## src/rtl/rlt_pkg.sv

```systemverilog
// Shared types, token codes and character helpers for the rule tokenizer.
`default_nettype none
package rlt_pkg;

	localparam int SIZE_DIGITS_MAX = 9;
	localparam int KW_COUNT = 14;

	localparam logic [5:0] K_LPAREN  = 6'd0;
	localparam logic [5:0] K_RPAREN  = 6'd1;
	localparam logic [5:0] K_LBRACE  = 6'd2;
	localparam logic [5:0] K_RBRACE  = 6'd3;
	localparam logic [5:0] K_COLON   = 6'd4;
	localparam logic [5:0] K_DOLLAR  = 6'd5;
	localparam logic [5:0] K_ASSIGN  = 6'd6;
	localparam logic [5:0] K_LT      = 6'd8;
	localparam logic [5:0] K_GT      = 6'd10;
	localparam logic [5:0] K_STAR    = 6'd12;
	localparam logic [5:0] K_STRING  = 6'd13;
	localparam logic [5:0] K_BYTESEQ = 6'd14;
	localparam logic [5:0] K_REGEXP  = 6'd15;
	localparam logic [5:0] K_INTEGER = 6'd16;
	localparam logic [5:0] K_IDENT   = 6'd17;
	localparam logic [5:0] K_DOLLVAR = 6'd18;
	localparam logic [5:0] K_STARVAR = 6'd19;
	localparam logic [5:0] K_KW_BASE = 6'd20;
	localparam logic [5:0] K_HEXBYTE = 6'd34;
	localparam logic [5:0] K_ERROR   = 6'd35;

	localparam logic [2:0] E_NONE       = 3'd0;
	localparam logic [2:0] E_UNKNOWN    = 3'd1;
	localparam logic [2:0] E_SIZE       = 3'd2;
	localparam logic [2:0] E_HEX        = 3'd3;
	localparam logic [2:0] E_SPANS_LINE = 3'd4;
	localparam logic [2:0] E_UNTERM     = 3'd5;

	// keyword text right-aligned, zero padded; buffer shifts characters in at the low end
	localparam logic [71:0] KW_TEXT [KW_COUNT] = '{
		72'("rule"), 72'("meta"), 72'("condition"), 72'("content"), 72'("and"),
		72'("or"), 72'("nocase"), 72'("ascii"), 72'("wide"), 72'("of"),
		72'("them"), 72'("any"), 72'("all"), 72'("at")
	};
	localparam logic [3:0] KW_LEN [KW_COUNT] = '{
		4'd4, 4'd4, 4'd9, 4'd7, 4'd3, 4'd2, 4'd6, 4'd5, 4'd4, 4'd2, 4'd4, 4'd3, 4'd3, 4'd2
	};

	typedef struct packed {
		logic [5:0]  kind;
		logic [15:0] start_pos;
		logic [15:0] end_pos;
		logic [15:0] line_number;
		logic [63:0] value;
		logic [2:0]  error_code;
		logic        last;
	} result_t;

	typedef struct packed {
		logic [1:0] count;
		result_t    r0;
		result_t    r1;
	} batch_t;

	typedef struct packed {
		logic       hit;
		logic [3:0] idx;
	} kw_hit_t;

	function automatic result_t mk_res(input logic [5:0] kind, input logic [15:0] s,
			input logic [15:0] e, input logic [15:0] line, input logic [63:0] v,
			input logic [2:0] err);
		result_t r;
		r.kind = kind;
		r.start_pos = s;
		r.end_pos = e;
		r.line_number = line;
		r.value = v;
		r.error_code = err;
		r.last = 1'b0;
		return r;
	endfunction

	function automatic kw_hit_t kw_lookup(input logic [71:0] buf_v, input logic [3:0] len);
		kw_hit_t h;
		h.hit = 1'b0;
		h.idx = 4'd0;
		for (int i = 0; i < KW_COUNT; i++) begin
			if (!h.hit && len == KW_LEN[i] && buf_v == KW_TEXT[i]) begin
				h.hit = 1'b1;
				h.idx = 4'(i);
			end
		end
		return h;
	endfunction

	function automatic logic is_digit(input logic [7:0] c);
		return c >= "0" && c <= "9";
	endfunction

	function automatic logic is_alpha(input logic [7:0] c);
		return (c >= "a" && c <= "z") || (c >= "A" && c <= "Z") || c == "_";
	endfunction

	// bit 4 set means not a hex digit
	function automatic logic [4:0] hex_val(input logic [7:0] c);
		logic [7:0] t;
		t = 8'd0;
		if (is_digit(c)) begin
			t = c - 8'h30;
		end else if (c >= "a" && c <= "f") begin
			t = c - 8'h57;
		end else if (c >= "A" && c <= "F") begin
			t = c - 8'h37;
		end else begin
			t = 8'h10;
		end
		return t[4:0];
	endfunction

endpackage
`default_nettype wire

```

## src/rtl/rlt_scanner.sv

```systemverilog
// Scanner state and per-item token logic; produces up to two results per item.
`default_nettype none
module rlt_scanner #(
	parameter int POSITION_BITS = 16
) (
	input  wire logic              clk,
	input  wire logic              arst_n,
	input  wire logic              step,
	input  wire logic              action,
	input  wire logic [7:0]        ch,
	input  wire logic              cfg_we,
	input  wire logic [15:0]       cfg_data,
	output rlt_pkg::batch_t        batch
);

	localparam int PB = POSITION_BITS;

	typedef enum logic [2:0] {
		M_IDLE, M_OP, M_IDENT, M_INT, M_SIZEB, M_STR, M_REGEX, M_HEX
	} mode_t;

	mode_t          mode_q, mode_d;
	logic [7:0]     pend_q, pend_d;
	logic [7:0]     prev_q, prev_d;
	logic [PB-1:0]  pos_q, pos_d;
	logic [PB-1:0]  tstart_q, tstart_d;
	logic [15:0]    first_line_q;
	logic [15:0]    line_q, line_d;
	logic [15:0]    sec_line_q, sec_line_d;
	logic [71:0]    kw_q, kw_d;
	logic [3:0]     idlen_q, idlen_d;
	logic [63:0]    acc_q, acc_d;
	logic [29:0]    sdig_q, sdig_d;
	logic [3:0]     dcnt_q, dcnt_d;
	logic [1:0]     sletter_q, sletter_d;
	logic [3:0]     hnib_q, hnib_d;
	logic           nphase_q, nphase_d;
	logic [15:0]    bcnt_q, bcnt_d;
	logic [PB-1:0]  fcp_q, fcp_d;
	logic [PB-1:0]  lcp_q, lcp_d;
	logic           halted_q, halted_d;

	logic [15:0]    pos16, pos1_16, ts16, ts1_16, lcp1_16, fcp16;
	logic [PB:0]    pos1_w, ts1_w, lcp1_w;
	logic [67:0]    acc_prod;
	logic [29:0]    sdig_next;
	logic [3:0]     dig;
	logic [4:0]     hv;
	logic [5:0]     op_base;
	logic [59:0]    scaled;
	rlt_pkg::kw_hit_t kwh;

	always_comb begin
		pos1_w  = {1'b0, pos_q} + 1'b1;
		ts1_w   = {1'b0, tstart_q} + 1'b1;
		lcp1_w  = {1'b0, lcp_q} + 1'b1;
		pos16   = 16'(pos_q);
		pos1_16 = 16'(pos1_w);
		ts16    = 16'(tstart_q);
		ts1_16  = 16'(ts1_w);
		lcp1_16 = 16'(lcp1_w);
		fcp16   = 16'(fcp_q);
		dig     = 4'(ch - 8'h30);
		acc_prod = ({4'b0, acc_q} << 3) + ({4'b0, acc_q} << 1) + 68'(dig);
		sdig_next = 30'((sdig_q << 3) + (sdig_q << 1) + 30'(dig));
		hv      = rlt_pkg::hex_val(ch);
		op_base = (pend_q == "=") ? rlt_pkg::K_ASSIGN
			: (pend_q == "<") ? rlt_pkg::K_LT : rlt_pkg::K_GT;
		scaled  = 60'(sdig_q) << (5'd10 * 5'(sletter_q));
		kwh     = rlt_pkg::kw_lookup(kw_q, idlen_q);
	end

	always_comb begin
		rlt_pkg::result_t ra, rb;
		logic has_a, has_b, taken, in_section;

		mode_d = mode_q; pend_d = pend_q; prev_d = prev_q; pos_d = pos_q;
		tstart_d = tstart_q; line_d = line_q; sec_line_d = sec_line_q;
		kw_d = kw_q; idlen_d = idlen_q; acc_d = acc_q; sdig_d = sdig_q;
		dcnt_d = dcnt_q; sletter_d = sletter_q; hnib_d = hnib_q; nphase_d = nphase_q;
		bcnt_d = bcnt_q; fcp_d = fcp_q; lcp_d = lcp_q; halted_d = halted_q;
		ra = '0; rb = '0; has_a = 1'b0; has_b = 1'b0; taken = 1'b0;
		in_section = (mode_q == M_STR) || (mode_q == M_REGEX);

		if (action) begin
			if (!halted_q) begin
				unique case (mode_q)
					M_OP: begin
						ra = rlt_pkg::mk_res(op_base, ts16, ts1_16, line_q, '0, rlt_pkg::E_NONE);
						has_a = 1'b1;
					end
					M_IDENT: begin
						has_a = 1'b1;
						if (kwh.hit) begin
							ra = rlt_pkg::mk_res(rlt_pkg::K_KW_BASE + 6'(kwh.idx), ts16, pos16,
								line_q, '0, rlt_pkg::E_NONE);
						end else begin
							ra = rlt_pkg::mk_res((pend_q != 8'd0) ? rlt_pkg::K_DOLLVAR
								: rlt_pkg::K_IDENT, ts16, pos16, line_q, '0, rlt_pkg::E_NONE);
						end
					end
					M_INT: begin
						ra = rlt_pkg::mk_res(rlt_pkg::K_INTEGER, ts16, pos16, line_q, acc_q,
							rlt_pkg::E_NONE);
						has_a = 1'b1;
					end
					M_SIZEB: begin
						ra = rlt_pkg::mk_res(rlt_pkg::K_ERROR, ts16, pos16, line_q, '0,
							rlt_pkg::E_SIZE);
						has_a = 1'b1;
					end
					M_STR, M_REGEX, M_HEX: begin
						ra = rlt_pkg::mk_res(rlt_pkg::K_ERROR, ts16, pos16, line_q, '0,
							rlt_pkg::E_UNTERM);
						has_a = 1'b1;
					end
					default: ;
				endcase
			end
			mode_d = M_IDLE; pend_d = '0; prev_d = '0; pos_d = '0; tstart_d = '0;
			line_d = first_line_q; sec_line_d = '0; kw_d = '0; idlen_d = '0;
			acc_d = '0; sdig_d = '0; dcnt_d = '0; sletter_d = '0; hnib_d = '0;
			nphase_d = 1'b0; bcnt_d = '0; fcp_d = '0; lcp_d = '0; halted_d = 1'b0;
		end else if (!halted_q) begin
			unique case (mode_q)
				M_OP: begin
					has_a = 1'b1;
					if (ch == "=") begin
						ra = rlt_pkg::mk_res(op_base + 6'd1, ts16, pos1_16, line_q, '0,
							rlt_pkg::E_NONE);
						taken = 1'b1;
					end else begin
						ra = rlt_pkg::mk_res(op_base, ts16, ts1_16, line_q, '0, rlt_pkg::E_NONE);
					end
					mode_d = M_IDLE;
				end
				M_IDENT: begin
					if (rlt_pkg::is_alpha(ch) || rlt_pkg::is_digit(ch)) begin
						if (idlen_q < 4'd9) kw_d = {kw_q[63:0], ch};
						if (idlen_q < 4'd10) idlen_d = idlen_q + 4'd1;
						taken = 1'b1;
					end else begin
						has_a = 1'b1;
						if (kwh.hit) begin
							ra = rlt_pkg::mk_res(rlt_pkg::K_KW_BASE + 6'(kwh.idx), ts16, pos16,
								line_q, '0, rlt_pkg::E_NONE);
						end else if (ch == "*") begin
							ra = rlt_pkg::mk_res(rlt_pkg::K_STARVAR, ts16, pos16, line_q, '0,
								rlt_pkg::E_NONE);
							taken = 1'b1;
						end else begin
							ra = rlt_pkg::mk_res((pend_q != 8'd0) ? rlt_pkg::K_DOLLVAR
								: rlt_pkg::K_IDENT, ts16, pos16, line_q, '0, rlt_pkg::E_NONE);
						end
						mode_d = M_IDLE;
					end
				end
				M_INT: begin
					if (rlt_pkg::is_digit(ch)) begin
						acc_d = (acc_prod[67:64] != 4'd0) ? '1 : acc_prod[63:0];
						if (dcnt_q < 4'(rlt_pkg::SIZE_DIGITS_MAX)) begin
							sdig_d = sdig_next;
							dcnt_d = dcnt_q + 4'd1;
						end
						taken = 1'b1;
					end else if (rlt_pkg::is_alpha(ch)) begin
						taken = 1'b1;
						if (ch == "B" || ch == "b") begin
							ra = rlt_pkg::mk_res(rlt_pkg::K_INTEGER, ts16, pos1_16, line_q,
								64'(sdig_q), rlt_pkg::E_NONE);
							has_a = 1'b1;
							mode_d = M_IDLE;
						end else if (ch == "K" || ch == "k") begin
							sletter_d = 2'd1; mode_d = M_SIZEB;
						end else if (ch == "M" || ch == "m") begin
							sletter_d = 2'd2; mode_d = M_SIZEB;
						end else if (ch == "G" || ch == "g") begin
							sletter_d = 2'd3; mode_d = M_SIZEB;
						end else begin
							ra = rlt_pkg::mk_res(rlt_pkg::K_ERROR, ts16, pos16, line_q, '0,
								rlt_pkg::E_SIZE);
							has_a = 1'b1; halted_d = 1'b1; mode_d = M_IDLE;
						end
					end else begin
						ra = rlt_pkg::mk_res(rlt_pkg::K_INTEGER, ts16, pos16, line_q, acc_q,
							rlt_pkg::E_NONE);
						has_a = 1'b1;
						mode_d = M_IDLE;
					end
				end
				M_SIZEB: begin
					has_a = 1'b1;
					taken = 1'b1;
					mode_d = M_IDLE;
					if (ch == "B" || ch == "b") begin
						ra = rlt_pkg::mk_res(rlt_pkg::K_INTEGER, ts16, pos1_16, line_q,
							64'(scaled), rlt_pkg::E_NONE);
					end else begin
						ra = rlt_pkg::mk_res(rlt_pkg::K_ERROR, ts16, pos16, line_q, '0,
							rlt_pkg::E_SIZE);
						halted_d = 1'b1;
					end
				end
				M_STR: begin
					taken = 1'b1;
					if (ch == "\"" && prev_q != "\\") begin
						ra = rlt_pkg::mk_res(rlt_pkg::K_STRING, ts1_16, pos16, line_q, '0,
							rlt_pkg::E_NONE);
						has_a = 1'b1;
						mode_d = M_IDLE;
					end else if (ch == 8'h0a) begin
						ra = rlt_pkg::mk_res(rlt_pkg::K_ERROR, ts16, pos16, sec_line_q, '0,
							rlt_pkg::E_SPANS_LINE);
						has_a = 1'b1; halted_d = 1'b1; mode_d = M_IDLE;
					end
				end
				M_REGEX: begin
					taken = 1'b1;
					if (ch == "/" && prev_q != "\\") begin
						ra = rlt_pkg::mk_res(rlt_pkg::K_REGEXP, ts16, pos1_16, line_q, '0,
							rlt_pkg::E_NONE);
						has_a = 1'b1;
						mode_d = M_IDLE;
					end else if (ch == 8'h0a) begin
						line_d = line_q + 16'd1;
					end
				end
				M_HEX: begin
					taken = 1'b1;
					if (ch == "|") begin
						has_a = 1'b1;
						if (bcnt_q != 16'd0 || nphase_q) begin
							ra = rlt_pkg::mk_res(rlt_pkg::K_BYTESEQ, fcp16, lcp1_16, line_q,
								64'(bcnt_q), rlt_pkg::E_NONE);
						end else begin
							ra = rlt_pkg::mk_res(rlt_pkg::K_BYTESEQ, pos16, pos16, line_q,
								64'(bcnt_q), rlt_pkg::E_NONE);
						end
						mode_d = M_IDLE;
					end else if (ch == " ") begin
						taken = 1'b1;
					end else if (hv[4]) begin
						ra = rlt_pkg::mk_res(rlt_pkg::K_ERROR, pos16, pos1_16, line_q, '0,
							rlt_pkg::E_HEX);
						has_a = 1'b1; halted_d = 1'b1; mode_d = M_IDLE;
					end else begin
						if (bcnt_q == 16'd0 && !nphase_q) fcp_d = pos_q;
						if (!nphase_q) begin
							hnib_d = hv[3:0];
							nphase_d = 1'b1;
						end else begin
							ra = rlt_pkg::mk_res(rlt_pkg::K_HEXBYTE, 16'(lcp_q), pos1_16, line_q,
								64'({hnib_q, hv[3:0]}), rlt_pkg::E_NONE);
							has_a = 1'b1;
							nphase_d = 1'b0;
							if (bcnt_q != 16'hffff) bcnt_d = bcnt_q + 16'd1;
						end
						lcp_d = pos_q;
					end
				end
				default: ;
			endcase

			if (!taken && !halted_d) begin
				tstart_d = pos_q;
				has_b = 1'b1;
				rb = rlt_pkg::mk_res(rlt_pkg::K_LPAREN, pos16, pos1_16, line_q, '0,
					rlt_pkg::E_NONE);
				priority if (ch == "(") begin
					rb.kind = rlt_pkg::K_LPAREN;
				end else if (ch == ")") begin
					rb.kind = rlt_pkg::K_RPAREN;
				end else if (ch == "{") begin
					rb.kind = rlt_pkg::K_LBRACE;
				end else if (ch == "}") begin
					rb.kind = rlt_pkg::K_RBRACE;
				end else if (ch == ":") begin
					rb.kind = rlt_pkg::K_COLON;
				end else if (ch == "$") begin
					rb.kind = rlt_pkg::K_DOLLAR;
				end else if (ch == "*") begin
					rb.kind = rlt_pkg::K_STAR;
				end else if (ch == "=" || ch == "<" || ch == ">") begin
					has_b = 1'b0; pend_d = ch; mode_d = M_OP;
				end else if (ch == " " || ch == 8'h09 || ch == 8'h0d || ch == 8'h00) begin
					has_b = 1'b0;
				end else if (ch == 8'h0a) begin
					has_b = 1'b0; line_d = line_q + 16'd1;
				end else if (ch == "\"") begin
					has_b = 1'b0; sec_line_d = line_q; mode_d = M_STR;
				end else if (ch == "/") begin
					has_b = 1'b0; mode_d = M_REGEX;
				end else if (ch == "|") begin
					has_b = 1'b0; bcnt_d = '0; nphase_d = 1'b0; hnib_d = '0;
					fcp_d = '0; lcp_d = '0; mode_d = M_HEX;
				end else if (rlt_pkg::is_digit(ch)) begin
					has_b = 1'b0; acc_d = 64'(dig); sdig_d = 30'(dig); dcnt_d = 4'd1;
					mode_d = M_INT;
				end else if (rlt_pkg::is_alpha(ch)) begin
					has_b = 1'b0; pend_d = (prev_q == "$") ? 8'd1 : 8'd0;
					kw_d = {64'd0, ch}; idlen_d = 4'd1; mode_d = M_IDENT;
				end else begin
					rb.kind = rlt_pkg::K_ERROR;
					rb.error_code = rlt_pkg::E_UNKNOWN;
					halted_d = 1'b1;
					mode_d = M_IDLE;
				end
			end

			if (!halted_d) begin
				prev_d = (in_section && ch == "\\" && prev_q == "\\") ? 8'd0 : ch;
				pos_d = pos1_w[PB-1:0];
			end
		end

		batch.count = 2'(has_a) + 2'(has_b);
		batch.r0 = has_a ? ra : rb;
		batch.r1 = rb;
		if (has_a && has_b) begin
			batch.r1.last = 1'b1;
		end else begin
			batch.r0.last = 1'b1;
		end
	end

	always_ff @(posedge clk or negedge arst_n) begin
		if (!arst_n) begin
			mode_q <= M_IDLE; pend_q <= '0; prev_q <= '0; pos_q <= '0; tstart_q <= '0;
			first_line_q <= 16'd1; line_q <= 16'd1; sec_line_q <= '0; kw_q <= '0;
			idlen_q <= '0; acc_q <= '0; sdig_q <= '0; dcnt_q <= '0; sletter_q <= '0;
			hnib_q <= '0; nphase_q <= 1'b0; bcnt_q <= '0; fcp_q <= '0; lcp_q <= '0;
			halted_q <= 1'b0;
		end else begin
			if (step) begin
				mode_q <= mode_d; pend_q <= pend_d; prev_q <= prev_d; pos_q <= pos_d;
				tstart_q <= tstart_d; sec_line_q <= sec_line_d;
				kw_q <= kw_d; idlen_q <= idlen_d; acc_q <= acc_d; sdig_q <= sdig_d;
				dcnt_q <= dcnt_d; sletter_q <= sletter_d; hnib_q <= hnib_d;
				nphase_q <= nphase_d; bcnt_q <= bcnt_d; fcp_q <= fcp_d; lcp_q <= lcp_d;
				halted_q <= halted_d;
			end
			if (cfg_we) begin
				first_line_q <= cfg_data;
				line_q <= cfg_data;
			end else if (step) begin
				line_q <= line_d;
			end
		end
	end

endmodule
`default_nettype wire

```

## src/rtl/rlt_out_fifo.sv

```systemverilog
// Four-entry result queue: takes up to two results a cycle, hands out one.
`default_nettype none
module rlt_out_fifo (
	input  wire logic            clk,
	input  wire logic            arst_n,
	input  wire logic            wr_en,
	input  wire rlt_pkg::batch_t wr_batch,
	output logic                 room2,
	output logic                 rd_valid,
	input  wire logic            rd_ready,
	output rlt_pkg::result_t     rd_data
);

	rlt_pkg::result_t mem_q [4];
	logic [1:0] wptr_q, rptr_q;
	logic [2:0] cnt_q;
	logic [1:0] nwr;
	logic       rd;

	assign room2    = cnt_q <= 3'd2;
	assign rd_valid = cnt_q != 3'd0;
	assign rd_data  = mem_q[rptr_q];
	assign rd       = rd_valid && rd_ready;
	assign nwr      = wr_en ? wr_batch.count : 2'd0;

	always_ff @(posedge clk) begin
		if (nwr != 2'd0) mem_q[wptr_q] <= wr_batch.r0;
		if (nwr == 2'd2) mem_q[wptr_q + 2'd1] <= wr_batch.r1;
	end

	always_ff @(posedge clk or negedge arst_n) begin
		if (!arst_n) begin
			wptr_q <= '0;
			rptr_q <= '0;
			cnt_q <= '0;
		end else begin
			wptr_q <= wptr_q + nwr;
			if (rd) rptr_q <= rptr_q + 2'd1;
			cnt_q <= cnt_q + 3'(nwr) - 3'(rd);
		end
	end

endmodule
`default_nettype wire

```

## src/rtl/rule_language_tokenizer.sv

```systemverilog
// Tokenizer for a YARA-style rule language: one source byte in, tokens out.
// Takes one item per clock while the result queue has room for two results;
// each item updates the registered scanner state and its results
// (none, one or two) enter a four-entry queue, so a stalled output side
// holds off input only once three or more results are waiting. Results are
// queued behind any waiting results. The configuration write sets the first
// line number and reloads the line counter; it is always ready.
`default_nettype none
module rule_language_tokenizer #(
	parameter int POSITION_BITS = 16
) (
	input  wire logic        clk,
	input  wire logic        arst_n,
	input  wire logic        in_valid,
	output logic             in_ready,
	input  wire logic        action,
	input  wire logic [7:0]  ch,
	output logic             out_valid,
	input  wire logic        out_ready,
	output logic [5:0]       kind,
	output logic [15:0]      start_pos,
	output logic [15:0]      end_pos,
	output logic [15:0]      line_number,
	output logic [63:0]      value,
	output logic [2:0]       error_code,
	output logic             last,
	input  wire logic        cfg_valid,
	output logic             cfg_ready,
	input  wire logic [15:0] cfg_data
);

	rlt_pkg::batch_t  batch;
	rlt_pkg::result_t head;
	logic             room2, step;

	assign in_ready  = room2;
	assign step      = in_valid && room2;
	assign cfg_ready = 1'b1;

	rlt_scanner #(.POSITION_BITS(POSITION_BITS)) u_scan (
		.clk(clk), .arst_n(arst_n), .step(step), .action(action), .ch(ch),
		.cfg_we(cfg_valid), .cfg_data(cfg_data), .batch(batch)
	);

	rlt_out_fifo u_fifo (
		.clk(clk), .arst_n(arst_n), .wr_en(step), .wr_batch(batch), .room2(room2),
		.rd_valid(out_valid), .rd_ready(out_ready), .rd_data(head)
	);

	assign kind        = head.kind;
	assign start_pos   = head.start_pos;
	assign end_pos     = head.end_pos;
	assign line_number = head.line_number;
	assign value       = head.value;
	assign error_code  = head.error_code;
	assign last        = head.last;

endmodule
`default_nettype wire

```

## config.mk

```make
export PLATFORM = sky130hd
export DESIGN_NAME = rule_language_tokenizer
export DESIGN_NICKNAME = d
export VERILOG_FILES = /design/src/rtl/rlt_pkg.sv /design/src/rtl/rlt_scanner.sv /design/src/rtl/rlt_out_fifo.sv /design/src/rtl/rule_language_tokenizer.sv
export SDC_FILE = /design/constraint.sdc
export NUM_CORES = 2
export LEC_CHECK = 0
export ABC_AREA = 0
export ABC_CLOCK_PERIOD_IN_PS = 11500
export BUFFER_PORTS_ARGS = -buffer_cell sky130_fd_sc_hd__buf_2
export CORE_MARGIN = 2
export CORE_UTILIZATION = 35
export CTS_BUF_LIST = sky130_fd_sc_hd__clkbuf_8
export DETAILED_ROUTE_END_ITERATION = 16
export REMOVE_ABC_BUFFERS = 1
export SLEW_MARGIN = 15
export SYNTH_ARGS = -nofsm -noshare
export SYNTH_HDL_FRONTEND = slang
export SYNTH_SLANG_ARGS = --single-unit
```

## constraint.sdc

```tcl
create_clock -name clk -period 11.5 [get_ports clk]
set_clock_uncertainty 0.15 [all_clocks]
set_input_delay 0.575 -clock clk [delete_from_list [all_inputs] [get_ports clk]]
set_output_delay 0.575 -clock clk [all_outputs]
set_load 0.01 [all_outputs]
```

==> results.ini <==
[status]
run_status = completed

[setup_path]
reg2reg_from = u_scan.mode_q[2]$_DFFE_PN0P_
critical_path_arrival_ps = 8310
reg2reg_slack_ps = 4080
setup.worst_path.class = in2reg
rr_worst_depth = 16
reg2reg_to = u_fifo.mem_q[3][111]$_DFFE_PP_
worstSetupEndpoint = u_fifo.mem_q[3][111]$_DFFE_PP_
path_max_fanout = 68
critPathLaunch = ch[1]
cp_data_required_time_ps = 11870
cp-end-kind = register
worst_setup_path_start_kind = primary input

[floorplanning]
start_util_pct = 35.23
rows = 136
coreArea_um2 = 137500
dieArea_um2 = 141400
die_x_um = 376.0
die_y_um = 376.0
io_pins = 155

[power_and_ir_drop]
ir_drop_uv = 111.9
power_density_nw_per_um2 = 154.5
leakage_nw = 21.58

[routing]
wl_per_cell_um = 24.74
drc = 0
num_vias = 43180
antenna_left = 0
first_pass_iters = 6
routed_wl_um = 173800
vias_per_cell = 6.148
drt_iter0_drc = 4884

[finish]
fin_cells = 7023
synthToLayoutAreaGrowth_pct = 11.39
ff_latch_area_um2 = 20390
fillerInstances = 13750
multi_input_area_um2 = 26360
final_layout_size_suffix_gt1_share_pct = 12.92
mostFrequentLayoutCells = nand2_1, o21ai_0, a22o_1
utilization_pct = 39.24
final_common_cell = nand2_1
finalNetCount = 5349

[synth]
syn_area_um2 = 48440
syn_avg_cell_area_um2 = 9.537
ys.flop_type = dfrtp_1
ys_types = 108
yosysSeqAreaShare_pct = 42.08
async_flop_share_pct = 40.78
synth-edff-count = 220
yosys_warnings = 0
syn-instance-count = 5079
ys_ff_latch = 824

[clock_network]
cts_max_level = 4
post_cts_resize_count = 0
cts_root_buffer = clkbuf_8
cts.path.max_buffers = 3
cts_tree = yes
clock-sinks = 824
clock_latency_ps = 890
cts.clk_slew.worst_paths_ps = 60
numCtsBuffers = 147

[timing]
worstMarginPinSlew_ps = 1242
hold_violations = 0
post-route-min-period_ps = 7935
post-route-period-util_pct = 69.00
slew_headroom_pct = 16.90
fmax_mhz = 126.0
slew_viol_final = 0
grt_setup_unrepaired = no
setup_violations = 0

[place]
gp_congestion = 0.9661
dpl.cell_count = 6729
dp_hpwl_um = 119000
numPortBuffers = 153

[global_routing]
grt_pass1_vias = 41390
grt_pass1_wl_um = 262900
grt_overflow_total = 0
grt_start_max_net_pins = 97
antenna_found_initial = 8
grt_usage_pct = 24.00

[min_path]
min_path_type = in2reg
hp-start = in_valid

[flow_run]
cap_violations = 0

worst max-delay path: stages:
cell,delay (ps)
dlygate4sd3_1,550
buf_2,370
inv_1,190
ha_1,350
o21bai_1,250
a21oi_1,110
o221ai_1,590
inv_1,190
ha_1,230
o21ai_0,170
nand2_1,80
nand3_1,230
o21ai_4,60
buf_4,400
inv_2,110
buf_4,560
ha_1,440
o21ai_1,730
nor2_4,90
nor2_4,100
buf_4,780
inv_2,490
buf_4,480
kinds of logic (layout without fill, tap and decap cells):
group | Yosys count | in the layout | synth area share (%)
fa+ha+maj | 211 | 211 | 5.528
other cells | 1 | 4 | 0.007742
mux | 154 | 154 | 6.395
xor+xnor | 141 | 141 | 2.549
buf+inv | 472 | 619 | 3.869
compound gates | 1730 | 1730 | 24.40
flops | 824 | 824 | 42.08
simple gates | 1546 | 1546 | 15.17
sequential cells by signal (all words and copies together), names as in the netlist, 8 cells and up:
| name | cells |
|---|---|
| u_fifo.mem_q | 488 |
| u_scan.acc_q | 64 |
| u_scan.bcnt_q | 16 |
| u_scan.fcp16 | 16 |
| u_scan.first_line_q | 16 |
| u_scan.kw_q | 72 |
| u_scan.lcp_q | 16 |
| u_scan.line_q | 16 |
| u_scan.pend_q | 8 |
| u_scan.pos16 | 16 |
| u_scan.prev_q | 8 |
| u_scan.sdig_q | 30 |
| u_scan.sec_line_q | 16 |
| u_scan.ts16 | 16 |
cells in the mapped netlist, types with 53 or more instances:
library cell,n,area (um^2)
nand2_1,650,2440
o21ai_0,447,2237
a22o_1,406,3556
dfrtp_1,334,8358
a21oi_1,315,1577
nor2_1,295,1107
clkbuf_1,290,1089
dfxtp_1,268,5365
edfxtp_1,220,6606
ha_1,206,2577
mux4_2,123,2770
nand3_1,123,615.6
nor3_1,119,595.6
xnor2_1,89,779.5
inv_1,82,307.8
buf_2,57,285.3
a211oi_1,53,397.9
how the worst min path moves through the flow:
stage | end | slack, ps | cells after the start
after floorplan | u_fifo.cnt_q[0]$_DFF_PN0_ | 130 | 0
after global placement | u_fifo.mem_q[3][62]$_SDFFE_PP0N_ | 280 | 2
after detailed placement | u_fifo.mem_q[3][59]$_SDFFE_PP0N_ | 290 | 2
after CTS | u_fifo.cnt_q[0]$_DFF_PN0_ | 20 | 3
after global routing | u_fifo.cnt_q[0]$_DFF_PN0_ | 80 | 3
final | u_fifo.cnt_q[0]$_DFF_PN0_ | 110 | 3
power by group:
group | internal, W | switching (W)
Sequential | 0.00313 | 0.000228
Clock | 0.00145 | 0.00131
Combinational | 0.000745 | 0.00147
Total | 0.00533 | 0.00300
stage by stage:
stage / power, W / setup TNS, ps / hold WS (ps) / setup slack [ps] / area (um^2)
CTS: 0.008375 / 0 / 19.29 / 3751 / 53940
finish: 0.008336 / 0 / 108.5 / 3565 / 53960
detailed placement: 0.005605 / 0 / 287.0 / 3460 / 50770
global route: 0.008674 / 0 / 82.89 / 3202 / 53950
global placement: 0.005582 / 0 / 277.7 / 3524 / 50770
floorplan: 0.004702 / -603540 / 129.4 / -4111 / 46880
final cells by class:
| type | count | share of cell area (%) |
|---|---|---|
| diodes | 3 | 0.01391 |
| well taps | 1794 | 4.160 |
| clock inverters | 100 | 1.178 |
| multi-input cells | 3783 | 48.85 |
| repair buffers | 269 | 3.175 |
| flip-flops and latches | 824 | 37.79 |
| clock buffers | 167 | 4.260 |
| inverters | 83 | 0.5774 |
per-layer routing:
layer / wire [um] / track usage [%]
met5: 27 / 0
met4: 5772 / 8.166
met3: 13910 / 4.080
met2: 78840 / 37.51
met1: 75230 / 33.56
timing repair:
item,in CTS,in global routing
buffers inserted,0,0
endpoints found under the hold margin,138,0
endpoints found under the setup margin,0,0
hold buffers,24,0
No activity file was read; power rests on OpenSTA's default activity.
